$ cat config.mk
export PLATFORM = sky130hd
export DESIGN_NAME = cdp_mac
export DESIGN_NICKNAME = d
export VERILOG_FILES = /design/src/rtl/cdp_pkg.sv /design/src/rtl/cdp_mac.sv
export SDC_FILE = /design/constraint.sdc
export NUM_CORES = 2
export LEC_CHECK = 0
export BUFFER_PORTS_ARGS = -buffer_cell sky130_fd_sc_hd__buf_2
export CAP_MARGIN = 20
export CORE_AREA = 5 5 352 354
export CTS_CLUSTER_DIAMETER = 50
export DETAILED_ROUTE_END_ITERATION = 7
export DIE_AREA = 0 0 357 359
export PLACE_DENSITY = 0.64
export SLEW_MARGIN = 20
export SYNTH_ARGS = -nofsm -noshare
export SYNTH_HDL_FRONTEND = slang
export SYNTH_SLANG_ARGS = --single-unit
export TNS_END_PERCENT = 50
$ cat constraint.sdc
create_clock -name clock -period 8.75 [get_ports clock]
set_input_delay 1.3125 -clock clock [delete_from_list [all_inputs] [get_ports clock]]
set_output_delay 1.3125 -clock clock [all_outputs]
set_load 0.02 [all_outputs]
$ cat src/rtl/cdp_pkg.sv
// Shared types and constants for the complex dot product block.
// No dependencies; every other file imports this package.
`default_nettype none

package cdp_pkg;

   localparam int MAX_TAPS   = 1024;
   localparam int TAP_W      = $clog2(MAX_TAPS);
   localparam int COUNT_W    = 11;
   localparam int SAMPLE_W   = 16;
   localparam int PROD_W     = 2 * SAMPLE_W;
   localparam int SUM_W      = 42;
   localparam int RSP_DEPTH  = 4;
   localparam int RSP_PTR_W  = $clog2(RSP_DEPTH);
   localparam int RSP_CNT_W  = RSP_PTR_W + 1;

   localparam logic KIND_LOAD   = 1'b0;
   localparam logic KIND_SAMPLE = 1'b1;

   typedef logic [TAP_W-1:0]           tap_type;
   typedef logic [COUNT_W-1:0]         count_type;
   typedef logic signed [SAMPLE_W-1:0] word_type;
   typedef logic signed [PROD_W-1:0]   prod_type;
   typedef logic signed [SUM_W-1:0]    sum_type;

   typedef struct packed {
      logic valid;
      logic last;
   } mac_ctrl_type;

   typedef struct packed {
      logic s1_valid;
      logic s2_valid;
   } mac_status_type;

   typedef struct packed {
      sum_type sum_real;
      sum_type sum_imag;
   } result_type;

endpackage

`default_nettype wire

$ cat src/rtl/cdp_mac.sv
// Complex multiply-accumulate pipeline: sample register, product register, accumulators.
// Depends on cdp_pkg; coefficients arrive from cdp_coef_mem in the cycle after issue.
`default_nettype none

module cdp_mac
   import cdp_pkg::*;
(
   input  logic           clock,
   input  logic           reset,
   input  mac_ctrl_type   in_ctrl,
   input  word_type       in_sample_real,
   input  word_type       in_sample_imag,
   input  word_type       coef_real,
   input  word_type       coef_imag,
   output mac_status_type status,
   output logic           push,
   output result_type     push_data
);

   mac_ctrl_type s1_ctrl_ff, s2_ctrl_ff;
   word_type     a_ff, b_ff;
   prod_type     ac_ff, bd_ff, ad_ff, bc_ff;
   sum_type      acc_real_ff, acc_real_in;
   sum_type      acc_imag_ff, acc_imag_in;
   sum_type      sum_real, sum_imag;
   logic signed [PROD_W:0] term_real, term_imag;

   always_ff @(posedge clock) begin
      if (reset) begin
         s1_ctrl_ff <= '0;
         s2_ctrl_ff <= '0;
      end else begin
         s1_ctrl_ff <= in_ctrl;
         s2_ctrl_ff <= s1_ctrl_ff;
      end
   end

   // Sample stage lines up with the coefficient read; product stage follows.
   always_ff @(posedge clock) begin
      if (in_ctrl.valid) begin
         a_ff <= in_sample_real;
         b_ff <= in_sample_imag;
      end
      if (s1_ctrl_ff.valid) begin
         ac_ff <= a_ff * coef_real;
         bd_ff <= b_ff * coef_imag;
         ad_ff <= a_ff * coef_imag;
         bc_ff <= b_ff * coef_real;
      end
   end

   always_comb begin
      term_real = (PROD_W+1)'(ac_ff) - (PROD_W+1)'(bd_ff);
      term_imag = (PROD_W+1)'(ad_ff) + (PROD_W+1)'(bc_ff);
      sum_real  = acc_real_ff + SUM_W'(term_real);
      sum_imag  = acc_imag_ff + SUM_W'(term_imag);
      acc_real_in = acc_real_ff;
      acc_imag_in = acc_imag_ff;
      if (s2_ctrl_ff.valid) begin
         acc_real_in = s2_ctrl_ff.last ? '0 : sum_real;
         acc_imag_in = s2_ctrl_ff.last ? '0 : sum_imag;
      end
   end

   always_ff @(posedge clock) begin
      if (reset) begin
         acc_real_ff <= '0;
         acc_imag_ff <= '0;
      end else begin
         acc_real_ff <= acc_real_in;
         acc_imag_ff <= acc_imag_in;
      end
   end

   assign push               = s2_ctrl_ff.valid && s2_ctrl_ff.last;
   assign push_data.sum_real = sum_real;
   assign push_data.sum_imag = sum_imag;
   assign status.s1_valid    = s1_ctrl_ff.valid;
   assign status.s2_valid    = s2_ctrl_ff.valid;

endmodule

`default_nettype wire

==> results.py <==
metrics = {
    "status": {
        "status": "finished, final reports clean",
    },
    "worst_hold_path": {
        "min-delay-start": "s1_ctrl_ff[0]$_SDFF_PP0_",
        "hp-class": "flip-flop to flip-flop",
        "holdPathStages": 1,
        "holdPathEnd": "s2_ctrl_ff[0]$_SDFF_PP0_",
    },
    "layout": {
        "drive_gt1_share_pct": 6.19,
        "final_common_cell": "inv_1",
        "layout_common_cells": "inv_1, fa_1, nand2_1, and2_1, ha_1",
        "nNetsFinal": 7323,
        "final_area_sq_um": 57900,
        "syn_to_final_growth_pct": 7.83,
        "fillers": 11400,
    },
    "clock_tree": {
        "post_cts_resized": 0,
        "cts_num_sinks": 248,
        "cts_hold_buffers": 0,
        "clk_pin_slew_worst_paths_ps": 60,
        "root_buffer": "clkbuf_16",
        "clk_path_buf_depth": 3,
        "clock_tree.htree_level_count": 2,
        "cts_tree": "yes",
        "clock_latency_ps": 630,
        "postCtsSetupRepairBufs": 0,
        "numCtsBuffers": 47,
    },
    "timing": {
        "rsz0062_at_grt": "false",
        "tightest_slew_ps": 1100,
        "fin_skew_ps": 37.4,
        "relSlewSlack_pct": 26.9,
        "setup_tns_ps": 0,
        "timing.final.crit_period_ps": 7570,
        "slew_viol_final": 0,
        "fmax_mhz": 132,
        "whs_ps": 437,
        "setup_violations": 0,
        "fin_crit_sh_pct": 86.5,
        "hold_viol_final": 0,
    },
    "global_routing": {
        "grt.total_usage_pct": 22.8,
        "grt_pass1_vias": 41200,
        "antenna_found_initial": 10,
        "grt_pass1_wl_um": 230000,
        "grt_max_degree": 67,
        "grt_overflow": 0,
    },
    "setup_path": {
        "crit_chain": "buf_2 -> nand2_1 -> fa_1 -> fa_1 -> fa_1 -> inv_1 -> fa_1 -> fa_1 -> inv_1 -> fa_1 -> inv_1 -> ha_1 -> a21o_1 -> a221oi_1 -> o21ai_0 -> a31oi_1 -> o21ai_0 -> o311ai_0 -> a21oi_1 -> nor2_1 -> xnor2_1",
        "rrSetupSlack_ps": 1230,
        "required_ps": 9110,
        "critPathTopFamily": "adder cells",
        "worstPathArrival_ps": 7920,
        "r2r_cells": 21,
        "crit_slowest_cell": "a31oi_1",
        "crit_top_cell": "fa_1",
        "startpoint_type": "input pin",
        "slowest_delay_ps": 670,
        "r2r_end": "ad_ff[25]$_DFFE_PP_",
        "critPathMaxFanout": 32,
        "worst-path-buf-inv": 4,
        "end_kind": "flip-flop",
        "crit_type": "input pin to flip-flop",
        "r2r_start": "a_ff[2]$_DFFE_PP_",
    },
    "synth": {
        "synth_edf_count": 160,
        "synth_area_sq_um": 53700,
        "async_reset_ff_share_pct": 0,
        "yosysWarnings": 0,
        "synthCells": 5669,
        "synth-seq-cells": 248,
        "synth_top_cell_by_area": "fa_1",
        "synth_seq_area_share_pct": 12.2,
        "ys_types": 84,
        "syn-num-nets": 7280,
        "ys.flop_type": "edfxtp_1",
        "synth.top_cell.area_share_pct": 42.2,
        "syn_avg_cell_area_sq_um": 9.47,
        "synthTopCellsByArea": "fa_1, ha_1, inv_1, edfxtp_1, and2_1",
    },
    "floorplan": {
        "fp-row-count": 128,
        "fp.dieArea_sq_um": 128000,
        "pin_count": 155,
        "design.core.area_sq_um": 121000,
        "die_y_um": 359,
        "dieWidth_um": 357,
        "start_util_pct": 44.5,
    },
    "drt": {
        "post-route-drc-count": 0,
        "post_drt_wl_per_cell_um": 19.2,
        "viasPerCell": 5.23,
        "num_vias": 38600,
        "wirelength_um": 142000,
        "first_iter_violations": 2527,
        "dr.pass1.iters": 6,
        "final_antenna_net_count": 0,
    },
    "place": {
        "port_buffers": 154,
        "gp_congestion": 0.867,
        "placed_area_sq_um": 56200,
        "hpwl_um": 115000,
    },
    "run": {
        "maxCapViolCount": 0,
    },
}
==> metrics by stage <==
| stage | std cells | util (%) | worst slack (ps) |
|---|---|---|---|
| 6_report | 7383 | 47.9 | 1180 |
| 4_1_cts | 7375 | 47.9 | 1300 |
| 5_1_grt | 7376 | 47.9 | 874 |
| 3_3_place_gp | 7287 | 46.5 | 665 |
| 2_1_floorplan | 5669 | - | 1640 |
| 3_5_place_dp | 7287 | 46.5 | 656 |
==> cell type report <==
cell class	instances	area (sq um)	share of cell area (%)
flip-flops and latches	248	6570	11.4
clock inverters	39	469	0.811
clock buffers	49	1180	2.04
well taps	1625	2030	3.51
diodes	7	17.5	0.0303
multi-input cells	3872	41300	71.3
inverters	1305	4900	8.46
repair buffers	238	1430	2.48
==> metal layers <==
layer / vias to the layer above / wire [um] / global-route usage [%]
met3: 182 / 9080 / 2.73
li1: 17300 / - / -
met2: 1136 / 67100 / 37.4
met4: 2 / 4610 / 6.56
met5: - / 13 / 0
met1: 20000 / 61100 / 32.0
==> Yosys cell counts, drive strengths merged, types with 34 or more instances <==
cell type,instances
xnor2,165
nor2,194
o21ai,112
a21o,82
fa,1131
edfxtp,160
nor2b,41
inv,1305
ha,412
clkbuf,235
nand2b,34
xor2,49
nand3,36
dfxtp,88
and2,498
a21oi,174
nand2,568
==> cell families after synthesis <==
logic type / after synthesis / share of synthesized area [%]
buffers and inverters: 1549 / 10.9
multiplexers: 2 / 0.0396
flip-flops: 248 / 12.2
AND/OR/NAND/NOR: 1475 / 13.6
adder cells (fa/ha/maj): 1543 / 51.8
AO/OA/AOI/OAI: 638 / 7.93
XOR/XNOR: 214 / 3.49
==> how the worst max path moves through the flow <==
stage | from | end | slack (ps) | cells after the start
floorplan | coef_real[1] | bc_ff[30]$_DFFE_PP_ | 1640 | 21
global placement | coef_real[1] | bc_ff[30]$_DFFE_PP_ | 670 | 21
detailed placement | coef_real[1] | bc_ff[30]$_DFFE_PP_ | 660 | 21
CTS | coef_real[1] | bc_ff[30]$_DFFE_PP_ | 1300 | 21
global route | a_ff[2]$_DFFE_PP_ | ad_ff[25]$_DFFE_PP_ | 870 | 21
finish | coef_imag[1] | ad_ff[25]$_DFFE_PP_ | 1180 | 21
==> state kept, by name (all words and copies together) (netlist names) <==
register,count
b_ff,16
status,2
bc_ff,32
ac_ff,32
bd_ff,32
ad_ff,32
a_ff,16
s2_ctrl_ff,1
s1_ctrl_ff,1
acc_imag_ff,42
acc_real_ff,42
Power is not shown: default switching activity piles up to over one toggle a cycle in this logic, so the estimate is an artifact.
