### src/rtl/cdp_pkg.sv
// Shared types and constants for the complex dot product block.
// No dependencies; every other file imports this package.
`default_nettype none

package cdp_pkg;

   localparam int MAX_TAPS   = 1024;
   localparam int TAP_W      = $clog2(MAX_TAPS);
   localparam int COUNT_W    = 11;
   localparam int SAMPLE_W   = 16;
   localparam int PROD_W     = 2 * SAMPLE_W;
   localparam int SUM_W      = 42;
   localparam int RSP_DEPTH  = 4;
   localparam int RSP_PTR_W  = $clog2(RSP_DEPTH);
   localparam int RSP_CNT_W  = RSP_PTR_W + 1;

   localparam logic KIND_LOAD   = 1'b0;
   localparam logic KIND_SAMPLE = 1'b1;

   typedef logic [TAP_W-1:0]           tap_type;
   typedef logic [COUNT_W-1:0]         count_type;
   typedef logic signed [SAMPLE_W-1:0] word_type;
   typedef logic signed [PROD_W-1:0]   prod_type;
   typedef logic signed [SUM_W-1:0]    sum_type;

   typedef struct packed {
      logic valid;
      logic last;
   } mac_ctrl_type;

   typedef struct packed {
      logic s1_valid;
      logic s2_valid;
   } mac_status_type;

   typedef struct packed {
      sum_type sum_real;
      sum_type sum_imag;
   } result_type;

endpackage

`default_nettype wire

### src/rtl/cdp_if.sv
// Valid/ready channel interfaces for the sample/load stream and the result stream.
// Depends on cdp_pkg for the payload types.
`default_nettype none


interface cdp_rsp_if;
   import cdp_pkg::*;

   logic    valid;
   logic    ready;
   sum_type sum_real;
   sum_type sum_imag;

   modport source (output valid, sum_real, sum_imag, input ready);
   modport sink   (input valid, sum_real, sum_imag, output ready);
endinterface

`default_nettype wire

### src/rtl/cdp_rsp_fifo.sv
// Small result queue between the accumulator and the result channel.
// Depends on cdp_pkg and cdp_rsp_if.
`default_nettype none

module cdp_rsp_fifo
   import cdp_pkg::*;
(
   input  logic             clock,
   input  logic             reset,
   input  logic             push,
   input  result_type       push_data,
   output logic [RSP_CNT_W-1:0] count,
   cdp_rsp_if.source        rsp_ch
);

   result_type               entry_ff [RSP_DEPTH];
   logic [RSP_PTR_W-1:0]     wr_ptr_ff, rd_ptr_ff;
   logic [RSP_CNT_W-1:0]     count_ff, count_in;
   logic                     pop;

   assign pop = rsp_ch.valid && rsp_ch.ready;

   always_comb begin
      count_in = count_ff;
      if (push && !pop) begin
         count_in = count_ff + RSP_CNT_W'(1);
      end else if (pop && !push) begin
         count_in = count_ff - RSP_CNT_W'(1);
      end
   end

   always_ff @(posedge clock) begin
      if (reset) begin
         wr_ptr_ff <= '0;
         rd_ptr_ff <= '0;
         count_ff  <= '0;
      end else begin
         count_ff <= count_in;
         if (push) begin
            wr_ptr_ff <= wr_ptr_ff + RSP_PTR_W'(1);
         end
         if (pop) begin
            rd_ptr_ff <= rd_ptr_ff + RSP_PTR_W'(1);
         end
      end
   end

   always_ff @(posedge clock) begin
      if (push) begin
         entry_ff[wr_ptr_ff] <= push_data;
      end
   end

   assign rsp_ch.valid    = (count_ff != '0);
   assign rsp_ch.sum_real = entry_ff[rd_ptr_ff].sum_real;
   assign rsp_ch.sum_imag = entry_ff[rd_ptr_ff].sum_imag;
   assign count           = count_ff;

endmodule

`default_nettype wire

### src/flat_wrapper.sv
// flat-port wrapper written by rule: the top's interface ports become plain ports
module cdp_rsp_fifo_flat import cdp_pkg::*;
  (clock, reset, push, push_data, count, rsp_ch_valid, rsp_ch_sum_real, rsp_ch_sum_imag, rsp_ch_ready);
  cdp_rsp_if rsp_ch_i ();
  input  logic clock;
  input  logic reset;
  input  logic push;
  input  result_type push_data;
  output logic [RSP_CNT_W-1:0] count;
  output wire logic [$bits(rsp_ch_i.valid)-1:0] rsp_ch_valid;
  output wire logic [$bits(rsp_ch_i.sum_real)-1:0] rsp_ch_sum_real;
  output wire logic [$bits(rsp_ch_i.sum_imag)-1:0] rsp_ch_sum_imag;
  input wire logic [$bits(rsp_ch_i.ready)-1:0] rsp_ch_ready;
  assign rsp_ch_valid = rsp_ch_i.valid;
  assign rsp_ch_sum_real = rsp_ch_i.sum_real;
  assign rsp_ch_sum_imag = rsp_ch_i.sum_imag;
  assign rsp_ch_i.ready = rsp_ch_ready;
  cdp_rsp_fifo u_core (.clock(clock), .reset(reset), .push(push), .push_data(push_data), .count(count), .rsp_ch(rsp_ch_i));
endmodule
### config.mk
export PLATFORM = sky130hd
export DESIGN_NAME = cdp_rsp_fifo_flat
export DESIGN_NICKNAME = d
export VERILOG_FILES = /design/src/rtl/cdp_pkg.sv /design/src/rtl/cdp_if.sv /design/src/rtl/cdp_rsp_fifo.sv /design/src/flat_wrapper.sv
export SDC_FILE = /design/constraint.sdc
export NUM_CORES = 1
export LEC_CHECK = 0
export BUFFER_PORTS_ARGS = -buffer_cell sky130_fd_sc_hd__buf_2
export CAP_MARGIN = 25
export CORE_ASPECT_RATIO = 0.5
export CORE_MARGIN = 8
export CORE_UTILIZATION = 45
export CTS_BUF_LIST = sky130_fd_sc_hd__clkbuf_8
export DETAILED_ROUTE_END_ITERATION = 16
export PLACE_DENSITY = 0.76
export SYNTH_ARGS = -nofsm -noshare
export SYNTH_HDL_FRONTEND = slang
export SYNTH_SLANG_ARGS = --single-unit
### constraint.sdc
create_clock -name clock -period 7.48 [get_ports clock]
set_clock_uncertainty 0.15 [all_clocks]
set_input_delay 1.496 -clock clock [delete_from_list [all_inputs] [get_ports clock]]
set_output_delay 1.496 -clock clock [all_outputs]
set_load 0.02 [all_outputs]
==> flow_summary.toml <==
[clock_tree]
h-tree-depth = 2
cts_resized = 0
clk_root_buffer_cell = "clkbuf_8"
path_clk_slew_ps = 70
postCtsSetupRepairBufs = 0
cts.sinks = 345
cts_buffers = 49
cts_tree = "done"
clkLatencyLatePin_ps = 570
cts_hold_buffers = 0
cts_max_path_buffers = 3

[worst_setup_path]
critical_path_class = "flop to output pin"
arrival_ps = 2700
endpoint_kind = "output pin"
start_kind = "flop"
crit_slowest_cell = "dfxtp_4"
worstPathCellList = "buf_4 > mux4_2 > buf_2"
required_ps = 5830
cp_top_family = "buffers and inverters"
slowest_delay_ps = 700
path_buf_inv = 2
cp_max_fo = 29

[logic_synthesis]
synth_warnings = 0
synth_top_cell_by_area = "edfxtp_1"
yosys.area.top_type_share_pct = 80.4
avgSynthCellArea_um2 = 26.1
netlist_area_um2 = 12500
yosysSeqAreaShare_pct = 81.8
yosys-top-cells-area = "edfxtp_1, mux4_2, dfxtp_1"
ys_ff_latch = 345
syn_nets = 575
yosysUniqueCellTypes = 20
syn-instance-count = 481

[run_status]
status = "completed"

[floorplanning]
initial_core_util_pct = 45.6
std_cell_rows = 43
top_level_ports = 176
die_area_um2 = 33800
die_x_um = 252
core_um2 = 27500
die_h_um = 134

[timing]
timing.final.ws_setup_ps = 3130
clock.fmax_mhz = 230
period_share_pct = 58.1
finalHoldViolations = 0
report.final.slew_viol_count = 0
setup_violations = 0
fin_crit_ps = 4350
worst_pin_slew_ps = 978
rsz0062_at_grt = "no"
relSlewSlack_pct = 34.8
fin_tns_setup_ps = 0

[detailed_routing]
dr.first_iter.drc_count = 426
drc_errors = 0
vias_per_cell = 5.09
drt-pass1-iter-count = 4
ant_nets = 0
vias = 5699
avgRoutedWirePerCell_um = 21.6
wl_um = 24200

[global_route]
grt_usage_pct = 14.2
grt_pass1_vias = 6133
antenna_found_initial = 7
grt_max_degree = 65
grt_pass1_wl_um = 36800
grt-ovfl-total = 0

[cells_and_area]
syn_to_final_growth_pct = 17.7
drive_above_1_share_pct = 45.7
multi_input_area_um2 = 2140
design_area_um2 = 14800
layout.nets = 789
fillers = 2133
register_area_um2 = 10300

[place]
post-place-ws_ps = 3620
port-buffer-count = 175
placement.cell_area_um2 = 13800
place_hpwl_um = 14800
routabilityCongestion = 0.712

[pwr]
max-vdd-ir-drop_uv = 143
finalPower_mw = 4.83
p_leak_nw = 4.97
power.density_nw_per_um2 = 327

[flow_run]
max_cap_violations = 0

[min_path]
hp-class = "flop to flop"
## routing by layer
| layer | global-route usage [%] | routed length (µm) | vias to the layer above | share of wire, % |
|---|---|---|---|---|
| met5 | 0 | 26 | - | 0.11 |
| met4 | 5.82 | 573 | 4 | 2.4 |
| met3 | 3.34 | 1010 | 49 | 4.2 |
| met2 | 24.1 | 12800 | 136 | 53 |
| met1 | 17.5 | 9790 | 3000 | 40 |
| li1 | - | - | 2510 | - |
## synth_stat cells
library cell and n:
fa_1 1, or3_1 2, inv_1 3, nor2_1 7, and2_1 4, buf_2 7, dfxtp_1 9, ha_1 5
edfxtp_1 336, buf_4 2, clkbuf_1 3, o311ai_0 1, o21ai_0 1, xor2_1 4, mux4_2 84, mux2i_1 2
xnor2_1 1, o31ai_1 1, buf_6 7, a21oi_1 1
## per-stage QoR
stage / hold WS [ps] / utilization, % / instances
5_1_grt: 422 / 53.6 / 1120
4_1_cts: 387 / 53.6 / 1115
6_report: 383 / 53.6 / 1120
2_1_floorplan: 335 / - / 481
3_5_place_dp: 368 / 50.2 / 1026
3_3_place_gp: 361 / 50.2 / 1026
## power by group
part           leakage (nW)  internal [mW]  switching (mW)
logic                  1.30          0.485           0.618
clock network         0.507          0.723           0.688
registers              3.16           2.23          0.0867
total                  4.97           3.44            1.39
## sequential cells by signal, indices dropped and copies added (netlist names), named ones only
| name | cells |
|---|---|
| u_core.count | 3 |
| u_core.wr_ptr_ff | 2 |
| u_core.entry_ff | 336 |
| u_core.rd_ptr_ff | 2 |
## cells by family after synthesis
family,after synthesis,synth area share [%]
flops,345,81.8
mux,86,15.2
buf+inv,22,1.21
simple gates,13,0.508
fa+ha+maj,6,0.658
xor+xnor,5,0.349
compound gates,4,0.209
## cell type report
class                           count  share of cell area, %
Multi-Input combinational cell    114                   14.5
Tap cell                          382                   3.23
Clock buffer                       49                   4.56
Timing Repair Buffer              182                   6.28
Antenna cell                        5                 0.0847
Sequential cell                   345                   69.6
Clock inverter                     40                   1.74
Inverter                            3                 0.0762
## worst paths after layout
check / from / slack [ps] / depth (start not counted) / end
setup / recovery: flop / 3130 / 3 / rsp_ch_sum_imag[27]
hold reg to reg: u_core.rd_ptr_ff[1] / 380 / 2 / u_core.rd_ptr_ff[1]
setup reg to reg: u_core.wr_ptr_ff[0] / 5070 / 4 / u_core.entry_ff[0][52]
hold / removal: u_core.rd_ptr_ff[1] / 380 / 2 / u_core.rd_ptr_ff[1]
## tightest hold or removal path: cells and delay by family (launching register included)
kind	cells	cell delay, ps
flops	1	320
simple gates	1	100
xor+xnor	1	70
## cells in the final DEF (no fill, tap or decap)
| cell | netlist | layout |
|---|---|---|
| or3_1 | 2 | 2 |
| and2_4 | 0 | 4 |
| nor2_1 | 7 | 7 |
| o311ai_0 | 1 | 1 |
| xnor2_1 | 1 | 1 |
| bufinv_16 | 0 | 3 |
| mux2i_1 | 2 | 2 |
| edfxtp_1 | 336 | 336 |
| buf_4 | 2 | 7 |
| buf_2 | 7 | 175 |
| o21ai_0 | 1 | 1 |
| a21oi_1 | 1 | 1 |
| o31ai_1 | 1 | 1 |
| mux4_2 | 84 | 84 |
| dfxtp_1 | 9 | 7 |
| clkinv_1 | 0 | 18 |
| clkinvlp_4 | 0 | 1 |
| dfxtp_4 | 0 | 2 |
| inv_1 | 3 | 11 |
| clkbuf_8 | 0 | 49 |
| fa_1 | 1 | 1 |
| clkinv_2 | 0 | 7 |
| diode_2 | 0 | 5 |
| xor2_1 | 4 | 4 |
| inv_6 | 0 | 3 |
| ha_1 | 5 | 5 |
Note: power is estimated with default switching activity, not from simulation.
